[src/sv/two_group_round_robin_task_scheduler_macros.svh]
// assertion macros for the two-group round robin task scheduler
// no dependencies; included by the top level only
`ifndef TWO_GROUP_ROUND_ROBIN_TASK_SCHEDULER_MACROS_SVH
`define TWO_GROUP_ROUND_ROBIN_TASK_SCHEDULER_MACROS_SVH

// same-cycle implication, disabled while in reset
`define TRRS_ASSERT_NOW(label, clk, rst_n, ante, cons, msg) \
  label: assert property (@(posedge clk) disable iff (!rst_n) (ante) |-> (cons)) \
    else $error(msg);

// next-cycle implication, disabled while in reset
`define TRRS_ASSERT_NEXT(label, clk, rst_n, ante, cons, msg) \
  label: assert property (@(posedge clk) disable iff (!rst_n) (ante) |=> (cons)) \
    else $error(msg);

`endif

[src/sv/trrs_pkg.sv]
// shared types and constants of the two-group round robin task scheduler
// no dependencies
package trrs_pkg;

  localparam int unsigned TASK_W     = 13;
  localparam int unsigned SLOT_SEL_W = 3;

  typedef enum logic [0:0] {
    CMD_TICK  = 1'b0,
    CMD_WRITE = 1'b1
  } cmd_t;

  typedef enum logic [1:0] {
    ST_IDLE,
    ST_SCAN,
    ST_READ,
    ST_DONE
  } state_t;

  // slot write request from the command decode to the slot store
  typedef struct packed {
    logic                  en;
    logic                  grp;
    logic [SLOT_SEL_W-1:0] slot;
    logic [TASK_W-1:0]     value;
  } slot_wr_t;

endpackage

[src/sv/two_group_round_robin_task_scheduler.sv]
// two-group round robin task scheduler, top level
// depends on trrs_pkg, trrs_slot_store and the assertion macro header
//
// Two groups of SLOTS_PER_GROUP task slots, each holding a 13-bit descriptor
// index (0 = empty). A transaction is accepted when start is high and busy is
// low. A write transaction (in_cmd = 1) fills or clears one slot in the
// accepting cycle, gives no result and leaves busy low. A tick transaction
// (in_cmd = 0) first moves to the other group if it holds any task, then scans
// the current group round robin starting after its last served slot, checking
// that slot itself last. The first tick served in a group after reset serves
// slot 0 as it stands. The result appears on the out_ ports for exactly one
// cycle with out_valid high; the receiver cannot stall it, so it must take it
// then. A tick on a fresh group goes straight to the read state; otherwise the
// scan walks one slot per cycle through a single shared position incrementer
// and occupancy check, examining 1 to SLOTS_PER_GROUP slots, and when a task
// is found it goes on to read that slot; when nothing is runnable it goes
// straight to the result without a read. busy drops the cycle after
// out_valid. The descriptor memory is read at most once per tick at the chosen
// slot, with a registered read.
module two_group_round_robin_task_scheduler
  import trrs_pkg::*;
#(
  parameter int unsigned SLOTS_PER_GROUP = 8
) (
  input  logic                  clk,
  input  logic                  rst_n,
  input  logic                  start,
  output logic                  busy,
  input  logic                  in_cmd,
  input  logic                  in_group_sel,
  input  logic [SLOT_SEL_W-1:0] in_slot_sel,
  input  logic [TASK_W-1:0]     in_slot_value,
  output logic                  out_valid,
  output logic [TASK_W-1:0]     out_task_index,
  output logic                  out_served_group,
  output logic [SLOT_SEL_W-1:0] out_served_slot,
  output logic                  out_idle
);

`include "two_group_round_robin_task_scheduler_macros.svh"

  localparam int unsigned SIDX_W = $clog2(SLOTS_PER_GROUP);
  localparam int unsigned AW     = SIDX_W + 1;
  localparam int unsigned DEPTH  = 2 << SIDX_W;
  localparam int unsigned CNT_W  = $clog2(SLOTS_PER_GROUP + 1);
  localparam logic [SIDX_W-1:0] LAST_IDX  = SIDX_W'(SLOTS_PER_GROUP - 1);
  localparam logic [CNT_W-1:0]  LAST_STEP = CNT_W'(SLOTS_PER_GROUP - 1);

  // sequencer and context
  state_t            state_r, state_nxt;
  logic              cur_r, cur_nxt;
  logic [1:0]        fresh_r, fresh_nxt;
  logic [SIDX_W-1:0] last_r [2];
  logic [SIDX_W-1:0] last_nxt [2];
  logic              found_r, found_nxt;
  logic [SIDX_W-1:0] slot_r, slot_nxt;
  logic [SIDX_W-1:0] pos_r, pos_nxt;
  logic [CNT_W-1:0]  step_r, step_nxt;

  // shared scan unit and handshake decode
  logic              accept;
  logic              tick_acc;
  logic              other_occ;
  logic              tick_grp;
  logic [SIDX_W-1:0] pos_inc;
  logic              hit;

  // slot store interface
  slot_wr_t          wr;
  logic              rd_en;
  logic [AW-1:0]     rd_addr;
  logic [TASK_W-1:0] rd_data;
  logic [DEPTH-1:0]  occ;

  assign accept   = start && !busy;
  assign tick_acc = accept && (in_cmd == CMD_TICK);

  assign wr.en    = accept && (in_cmd == CMD_WRITE);
  assign wr.grp   = in_group_sel;
  assign wr.slot  = in_slot_sel;
  assign wr.value = in_slot_value;

  trrs_slot_store #(
    .SLOTS_PER_GROUP(SLOTS_PER_GROUP)
  ) u_store (
    .clk    (clk),
    .rst_n  (rst_n),
    .wr     (wr),
    .rd_en  (rd_en),
    .rd_addr(rd_addr),
    .rd_data(rd_data),
    .occ    (occ)
  );

  // does the other group hold any task: decides the group switch on a tick
  always_comb begin
    other_occ = 1'b0;
    for (int i = 0; i < SLOTS_PER_GROUP; i++) begin
      other_occ = other_occ | occ[{~cur_r, SIDX_W'(i)}];
    end
  end

  assign tick_grp = other_occ ? ~cur_r : cur_r;

  // round robin step: next slot with wrap, and its occupancy
  assign pos_inc = (pos_r == LAST_IDX) ? '0 : pos_r + 1'b1;
  assign hit     = occ[{cur_r, pos_inc}];

  assign rd_addr = {cur_r, slot_r};

  // next state
  always_comb begin
    state_nxt = state_r;
    case (state_r)
      ST_IDLE: begin
        if (tick_acc) begin
          state_nxt = fresh_r[tick_grp] ? ST_READ : ST_SCAN;
        end
      end
      ST_SCAN: begin
        if (hit) begin
          state_nxt = ST_READ;
        end else if (step_r == LAST_STEP) begin
          state_nxt = ST_DONE;
        end
      end
      ST_READ: state_nxt = ST_DONE;
      ST_DONE: state_nxt = ST_IDLE;
      default: state_nxt = ST_IDLE;
    endcase
  end

  // sequencer outputs
  always_comb begin
    busy      = (state_r != ST_IDLE);
    rd_en     = (state_r == ST_READ);
    out_valid = (state_r == ST_DONE);
  end

  // datapath next values
  always_comb begin
    cur_nxt   = cur_r;
    fresh_nxt = fresh_r;
    last_nxt  = last_r;
    found_nxt = found_r;
    slot_nxt  = slot_r;
    pos_nxt   = pos_r;
    step_nxt  = step_r;
    case (state_r)
      ST_IDLE: begin
        if (tick_acc) begin
          cur_nxt = tick_grp;
          if (fresh_r[tick_grp]) begin
            // first tick in this group: serve slot 0 as it stands
            fresh_nxt[tick_grp] = 1'b0;
            last_nxt[tick_grp]  = '0;
            slot_nxt            = '0;
            found_nxt           = occ[{tick_grp, SIDX_W'(0)}];
          end else begin
            pos_nxt   = last_r[tick_grp];
            step_nxt  = '0;
            found_nxt = 1'b0;
            slot_nxt  = '0;
          end
        end
      end
      ST_SCAN: begin
        if (hit) begin
          found_nxt       = 1'b1;
          slot_nxt        = pos_inc;
          last_nxt[cur_r] = pos_inc;
        end else begin
          pos_nxt  = pos_inc;
          step_nxt = step_r + 1'b1;
        end
      end
      default: ;
    endcase
  end

  always_ff @(posedge clk) begin
    if (!rst_n) begin
      state_r   <= ST_IDLE;
      cur_r     <= 1'b0;
      fresh_r   <= 2'b11;
      last_r[0] <= '0;
      last_r[1] <= '0;
      found_r   <= 1'b0;
    end else begin
      state_r <= state_nxt;
      cur_r   <= cur_nxt;
      fresh_r <= fresh_nxt;
      last_r  <= last_nxt;
      found_r <= found_nxt;
    end
  end

  always_ff @(posedge clk) begin
    slot_r <= slot_nxt;
    pos_r  <= pos_nxt;
    step_r <= step_nxt;
  end

  // result transaction: empty pick gives index 0 and slot 0
  assign out_task_index   = found_r ? rd_data : '0;
  assign out_served_group = cur_r;
  assign out_served_slot  = SLOT_SEL_W'(slot_r);
  assign out_idle         = ~found_r;

  `TRRS_ASSERT_NOW(a_idle_zero, clk, rst_n, out_valid && out_idle, out_task_index == '0, "idle result with nonzero index")
  `TRRS_ASSERT_NOW(a_served_occupied, clk, rst_n, out_valid && !out_idle, occ[rd_addr], "served slot is empty")
  `TRRS_ASSERT_NEXT(a_tick_busy, clk, rst_n, tick_acc, busy, "tick accepted but not busy")
  `TRRS_ASSERT_NOW(a_scan_bound, clk, rst_n, state_r == ST_SCAN, 32'(step_r) < SLOTS_PER_GROUP, "scan ran past group size")

endmodule

[src/sv/trrs_slot_store.sv]
// slot store: descriptor memory with registered read and per-entry occupancy flags
// depends on trrs_pkg
module trrs_slot_store
  import trrs_pkg::*;
#(
  parameter int unsigned SLOTS_PER_GROUP = 8
) (
  input  logic                                    clk,
  input  logic                                    rst_n,
  input  slot_wr_t                                wr,
  input  logic                                    rd_en,
  input  logic [$clog2(SLOTS_PER_GROUP):0]        rd_addr,
  output logic [TASK_W-1:0]                       rd_data,
  output logic [(2 << $clog2(SLOTS_PER_GROUP))-1:0] occ
);

  localparam int unsigned SIDX_W = $clog2(SLOTS_PER_GROUP);
  localparam int unsigned AW     = SIDX_W + 1;
  localparam int unsigned DEPTH  = 2 << SIDX_W;

  logic [TASK_W-1:0] mem [DEPTH];
  logic [TASK_W-1:0] rd_data_r;
  logic [DEPTH-1:0]  occ_r;
  logic [AW-1:0]     wr_addr;
  logic              wr_ok;

  // writes beyond the group size are dropped
  assign wr_ok   = wr.en && (32'(wr.slot) < SLOTS_PER_GROUP);
  assign wr_addr = {wr.grp, SIDX_W'(wr.slot)};

  always_ff @(posedge clk) begin
    if (wr_ok) begin
      mem[wr_addr] <= wr.value;
    end
    if (rd_en) begin
      rd_data_r <= mem[rd_addr];
    end
  end

  always_ff @(posedge clk) begin
    if (!rst_n) begin
      occ_r <= '0;
    end else if (wr_ok) begin
      occ_r[wr_addr] <= (wr.value != '0);
    end
  end

  assign rd_data = rd_data_r;
  assign occ     = occ_r;

endmodule

[config.mk]
export PLATFORM = sky130hd
export DESIGN_NAME = two_group_round_robin_task_scheduler
export DESIGN_NICKNAME = d
export VERILOG_FILES = /design/src/sv/trrs_pkg.sv /design/src/sv/two_group_round_robin_task_scheduler.sv /design/src/sv/trrs_slot_store.sv
export VERILOG_INCLUDE_DIRS = /design/src /design/src/sv
export SDC_FILE = /design/constraint.sdc
export NUM_CORES = 1
export LEC_CHECK = 0
export BUFFER_PORTS_ARGS = -buffer_cell sky130_fd_sc_hd__buf_4
export CAP_MARGIN = 10
export CORE_AREA = 2 2 200 104
export CTS_BUF_LIST = sky130_fd_sc_hd__clkbuf_4 sky130_fd_sc_hd__clkbuf_8
export CTS_CLUSTER_SIZE = 10
export DETAILED_ROUTE_END_ITERATION = 8
export DIE_AREA = 0 0 202 106
export GPL_TIMING_DRIVEN = 0
export PLACE_DENSITY_LB_ADDON = 0.08
export RECOVER_POWER = 100
export SYNTH_ARGS = -nofsm -noshare
export SYNTH_HDL_FRONTEND = slang
export SYNTH_HIERARCHICAL = 1
export SYNTH_SLANG_ARGS = --single-unit
[constraint.sdc]
create_clock -name clk -period 3.4 [get_ports clk]
set_input_delay 0.34 -clock clk [delete_from_list [all_inputs] [get_ports clk]]
set_output_delay 0.34 -clock clk [all_outputs]
set_load 0.005 [all_outputs]
==> flow_summary_export.csv <==
group,metric,value,unit
status,outcome,"finished, violations left",
status,failed_checks,"max-capacitance violations, max-slew violations",
power,p_leak,4.038,nW
cts,cts_tree,"yes",
critical_path,startpoint,"state_r[0]",
drt,wirelength,25.32,mm
drt,drt_iter0_markers,671,
hold_path,whs_path_depth,2,
yosys,synth-seq-cells,259,
cts,cts_buffers,37,
critical_path,rrSetupSlack,0.11,ns
critical_path,timing.rr.start,"state_r[0]",
global_route,grtUsageTotal,0.2432,
yosys,synthFlopType,"edfxtp_1",
placement,placedInstanceArea,11440,um^2
cts,htreeDepth,2,
critical_path,cp_slowest_cell,"dlymetal6s4s_1",
floorplan,start_util,0.5329,
floorplan,num_io_pins,41,
cts,cts-root-buf,"clkbuf_8",
sta,period_needed,3.289,ns
yosys,syn_area_per_cell,17.55,um^2
yosys,ys_types,52,
power,irDropWorstVdd,368.2,uV
yosys,syn-cell-area,10580,um^2
floorplan,dieArea,21410,um^2
drt,antenna_left,0,
yosys,synth_fp_nets,631,
cts,cts_buffer_depth,3,
critical_path,cp_max_fo,11,
power,power-per-cell-area,618.7,nW/um^2
yosys,yosysWarnings,6,
critical_path,rr_endpoint,"u_store/mem[15][12]",
cts,clkSinkCount,259,
yosys,async_reset_ff_frac,0,
critical_path,critPathLaunchType,"flip-flop",
yosys,synth_edf_count,231,
power,power,0.007432,W
hold_path,min_path_type,"primary input to flip-flop",
flow_run,drv_cap,2,
floorplan,die_h,106,um
yosys,netlist_instances,603,
sta,relSlewSlack,-0.09342,
floorplan,fp.dieW,202,um
drt,vias_per_cell,6.099,
critical_path,required,3.55,ns
placement,hpwl,17.20,mm
critical_path,cpPeakStageDelay,0.84,ns
critical_path,crit_type,"flip-flop to flip-flop",
cts,clk_latency,0.53,ns
final_layout,drive_above_1_share,0.2119,
global_route,grt_pass1_wl,37.15,mm
yosys,synth_sequential_area_ratio,0.7084,
global_route,grt_overflow,0,
placement,place_congestion,0.9010,
yosys,post-synth-top-area-cell,"edfxtp_1",
critical_path,endpoint_kind,"flip-flop",
yosys,synth_area_leaders,"edfxtp_1 66%, mux4_1 6.0%, mux4_2 6.0%",
critical_path,cp_cell_sequence,"inv_1 -> ha_1 -> and3_1 -> clkbuf_1 -> nand3_1 -> nor2_1 -> dlymetal6s4s_1",
hold_path,min_from,"rst_n",
sta,drv_slew,9,
critical_path,worstRegToRegCells,7,
critical_path,crit_arrival,3.44,ns
final_layout,final_net_count,722,
yosys,synthDominantCellAreaShare,0.6555,
sta,period_share,0.9674,
sta,skew,0.01355,ns
global_route,grt_antenna_before_repair,0,
global_route,grt_max_degree,18,
final_layout,areaGrowthSynthToFinish,13.51,%
final_layout,diodes,0,
sta,tightest_slew,1.628,ns
hold_path,worst_hold_path.endpoint,"fresh_r[1]",
sta,final-hold-violation-count,0,
sta,report.final.setup_viol,0,
sta,grt_setup_unrepaired,"false",
drt,firstDrtPassIters,4,
sta,setup_tns,0,ns
cts,path_clk_slew,0.07,ns
drt,routedWlPerCell,25.44,um
sta,fmax,304.0,MHz
floorplan,core,19860,um^2
floorplan,rows,37,
drt,drcViolationCount,0,
placement,numPortBuffers,40,
final_layout,stdcell_area,12010,um^2
global_route,grt_pass1_vias,5866,
drt,vias,6069,
## cells in the mapped netlist (all sizes together) (2+ instances only)
cell	number
nand3	6
nor4	4
ha	7
a21oi	22
nor2	21
edfxtp	231
o22ai	3
and3b	4
mux4	52
and3	3
inv	16
nand2b	4
nor3b	2
and2	21
a211oi	16
nor3	9
a31oi	2
dfxtp	28
or3b	2
a22oi	30
clkbuf	20
or4	5
nand3b	4
mux2	6
o21a	2
o31ai	2
o21ai	19
o211ai	3
buf	11
mux2i	2
nand2	28
nor2b	6
## metal layers
layer / vias up / part of all wire / GRT usage / wire length (um)
met5: - / 0 / 0 / 0
met4: 0 / 0.011 / 0.05252 / 269
met3: 26 / 0.10 / 0.06499 / 2578
met2: 285 / 0.41 / 0.3294 / 10390
met1: 3119 / 0.48 / 0.3918 / 12080
li1: 2639 / - / - / -
## critical path: cells and delay by family, from the launching register on
family,cells,cell delay [ns]
simple gates,3,0.92
buf+inv,3,1.30
fa+ha+maj,1,0.33
flops,1,0.35
## cell type report
type / instances / area (um^2)
clock buffer: 55 / 663.1
sequential: 259 / 7497
fill: 1469 / 7848
multi-input combinational: 297 / 2874
timing repair buffer: 52 / 331.6
buffer: 31 / 163.9
clock inverter: 12 / 81.33
inverter: 16 / 60.06
tap: 273 / 341.6
## power breakdown
group	internal (W)	leakage, nW	total (W)	switching [W]
clock network	0.00133	0.390	0.00246	0.00113
registers	0.00363	2.31	0.00369	0.0000582
logic	0.000519	1.33	0.00128	0.000764
total	0.00548	4.04	0.00743	0.00196
## per-stage QoR
| step | utilization | instances | hold WS [ns] | setup WS (ns) |
|---|---|---|---|---|
| final | 0.6049 | 995 | 0.05561 | 0.1110 |
| after detailed placement | 0.5759 | 928 | 0.4541 | 0.07037 |
| after floorplan | - | 603 | 0.4019 | 0.7387 |
| after global routing | 0.6049 | 995 | 0.04038 | 0.03711 |
| after global placement | 0.5652 | 916 | 0.4431 | -0.9863 |
| after CTS | 0.6134 | 995 | 0.03732 | 0.03896 |
## timing repair
item                       CTS  global route
buffers inserted             0             0
gates resized for setup      0             1
hold buffers                 0             0
setup endpoints to repair    0             7
## cell usage in the layout, fill, tap and decap left out, types with 4 or more instances in the layout
| cell type | n |
|---|---|
| mux4_2 | 28 |
| nor3_1 | 4 |
| buf_4 | 20 |
| clkbuf_4 | 24 |
| a22oi_1 | 30 |
| clkbuf_8 | 40 |
| clkinv_1 | 7 |
| nor3_2 | 5 |
| and3b_1 | 4 |
| a211oi_1 | 16 |
| ha_1 | 7 |
| a21oi_1 | 21 |
| nand2b_1 | 4 |
| nor2b_1 | 6 |
| nand3_1 | 6 |
| nand3b_1 | 4 |
| edfxtp_1 | 231 |
| and2_1 | 7 |
| buf_6 | 6 |
| clkbuf_2 | 8 |
| nor4_1 | 4 |
| dfxtp_1 | 28 |
| inv_1 | 16 |
| and2_0 | 13 |
| o21ai_0 | 19 |
| mux4_1 | 24 |
| mux2_2 | 6 |
| nor2_1 | 18 |
| clkbuf_1 | 35 |
| nand2_1 | 28 |
## sequential cells by signal, indices dropped and copies added, names as in the netlist
signal            cells
u_store/rd_data      13
state_r               2
fresh_r               2
out_served_group      1
u_store/occ          16
u_store/mem         208
out_served_slot       3
step_r                4
last_r                6
pos_r                 3
found_r               1
## cells by family after synthesis
family	synth area share
buffers and inverters	0.02128
xor gates and xnor gates	0.001656
muxes	0.1275
AOI/OAI and AO/OA	0.06656
DFF	0.7084
and+or+nand+nor	0.06633
adders and majority gates	0.008276
## how the worst max path moves through the flow
stage               cells past startpoint  slack [ns]             endpoint
global route                            6        0.04    u_store/mem[4][8]
finish                                  7        0.11  u_store/mem[15][12]
floorplan                               6        0.74    u_store/mem[3][0]
detailed placement                      9        0.07            step_r[1]
CTS                                     9        0.04            step_r[0]
global placement                        6       -0.99   u_store/mem[10][8]
(Power assumes the default switching activity.)
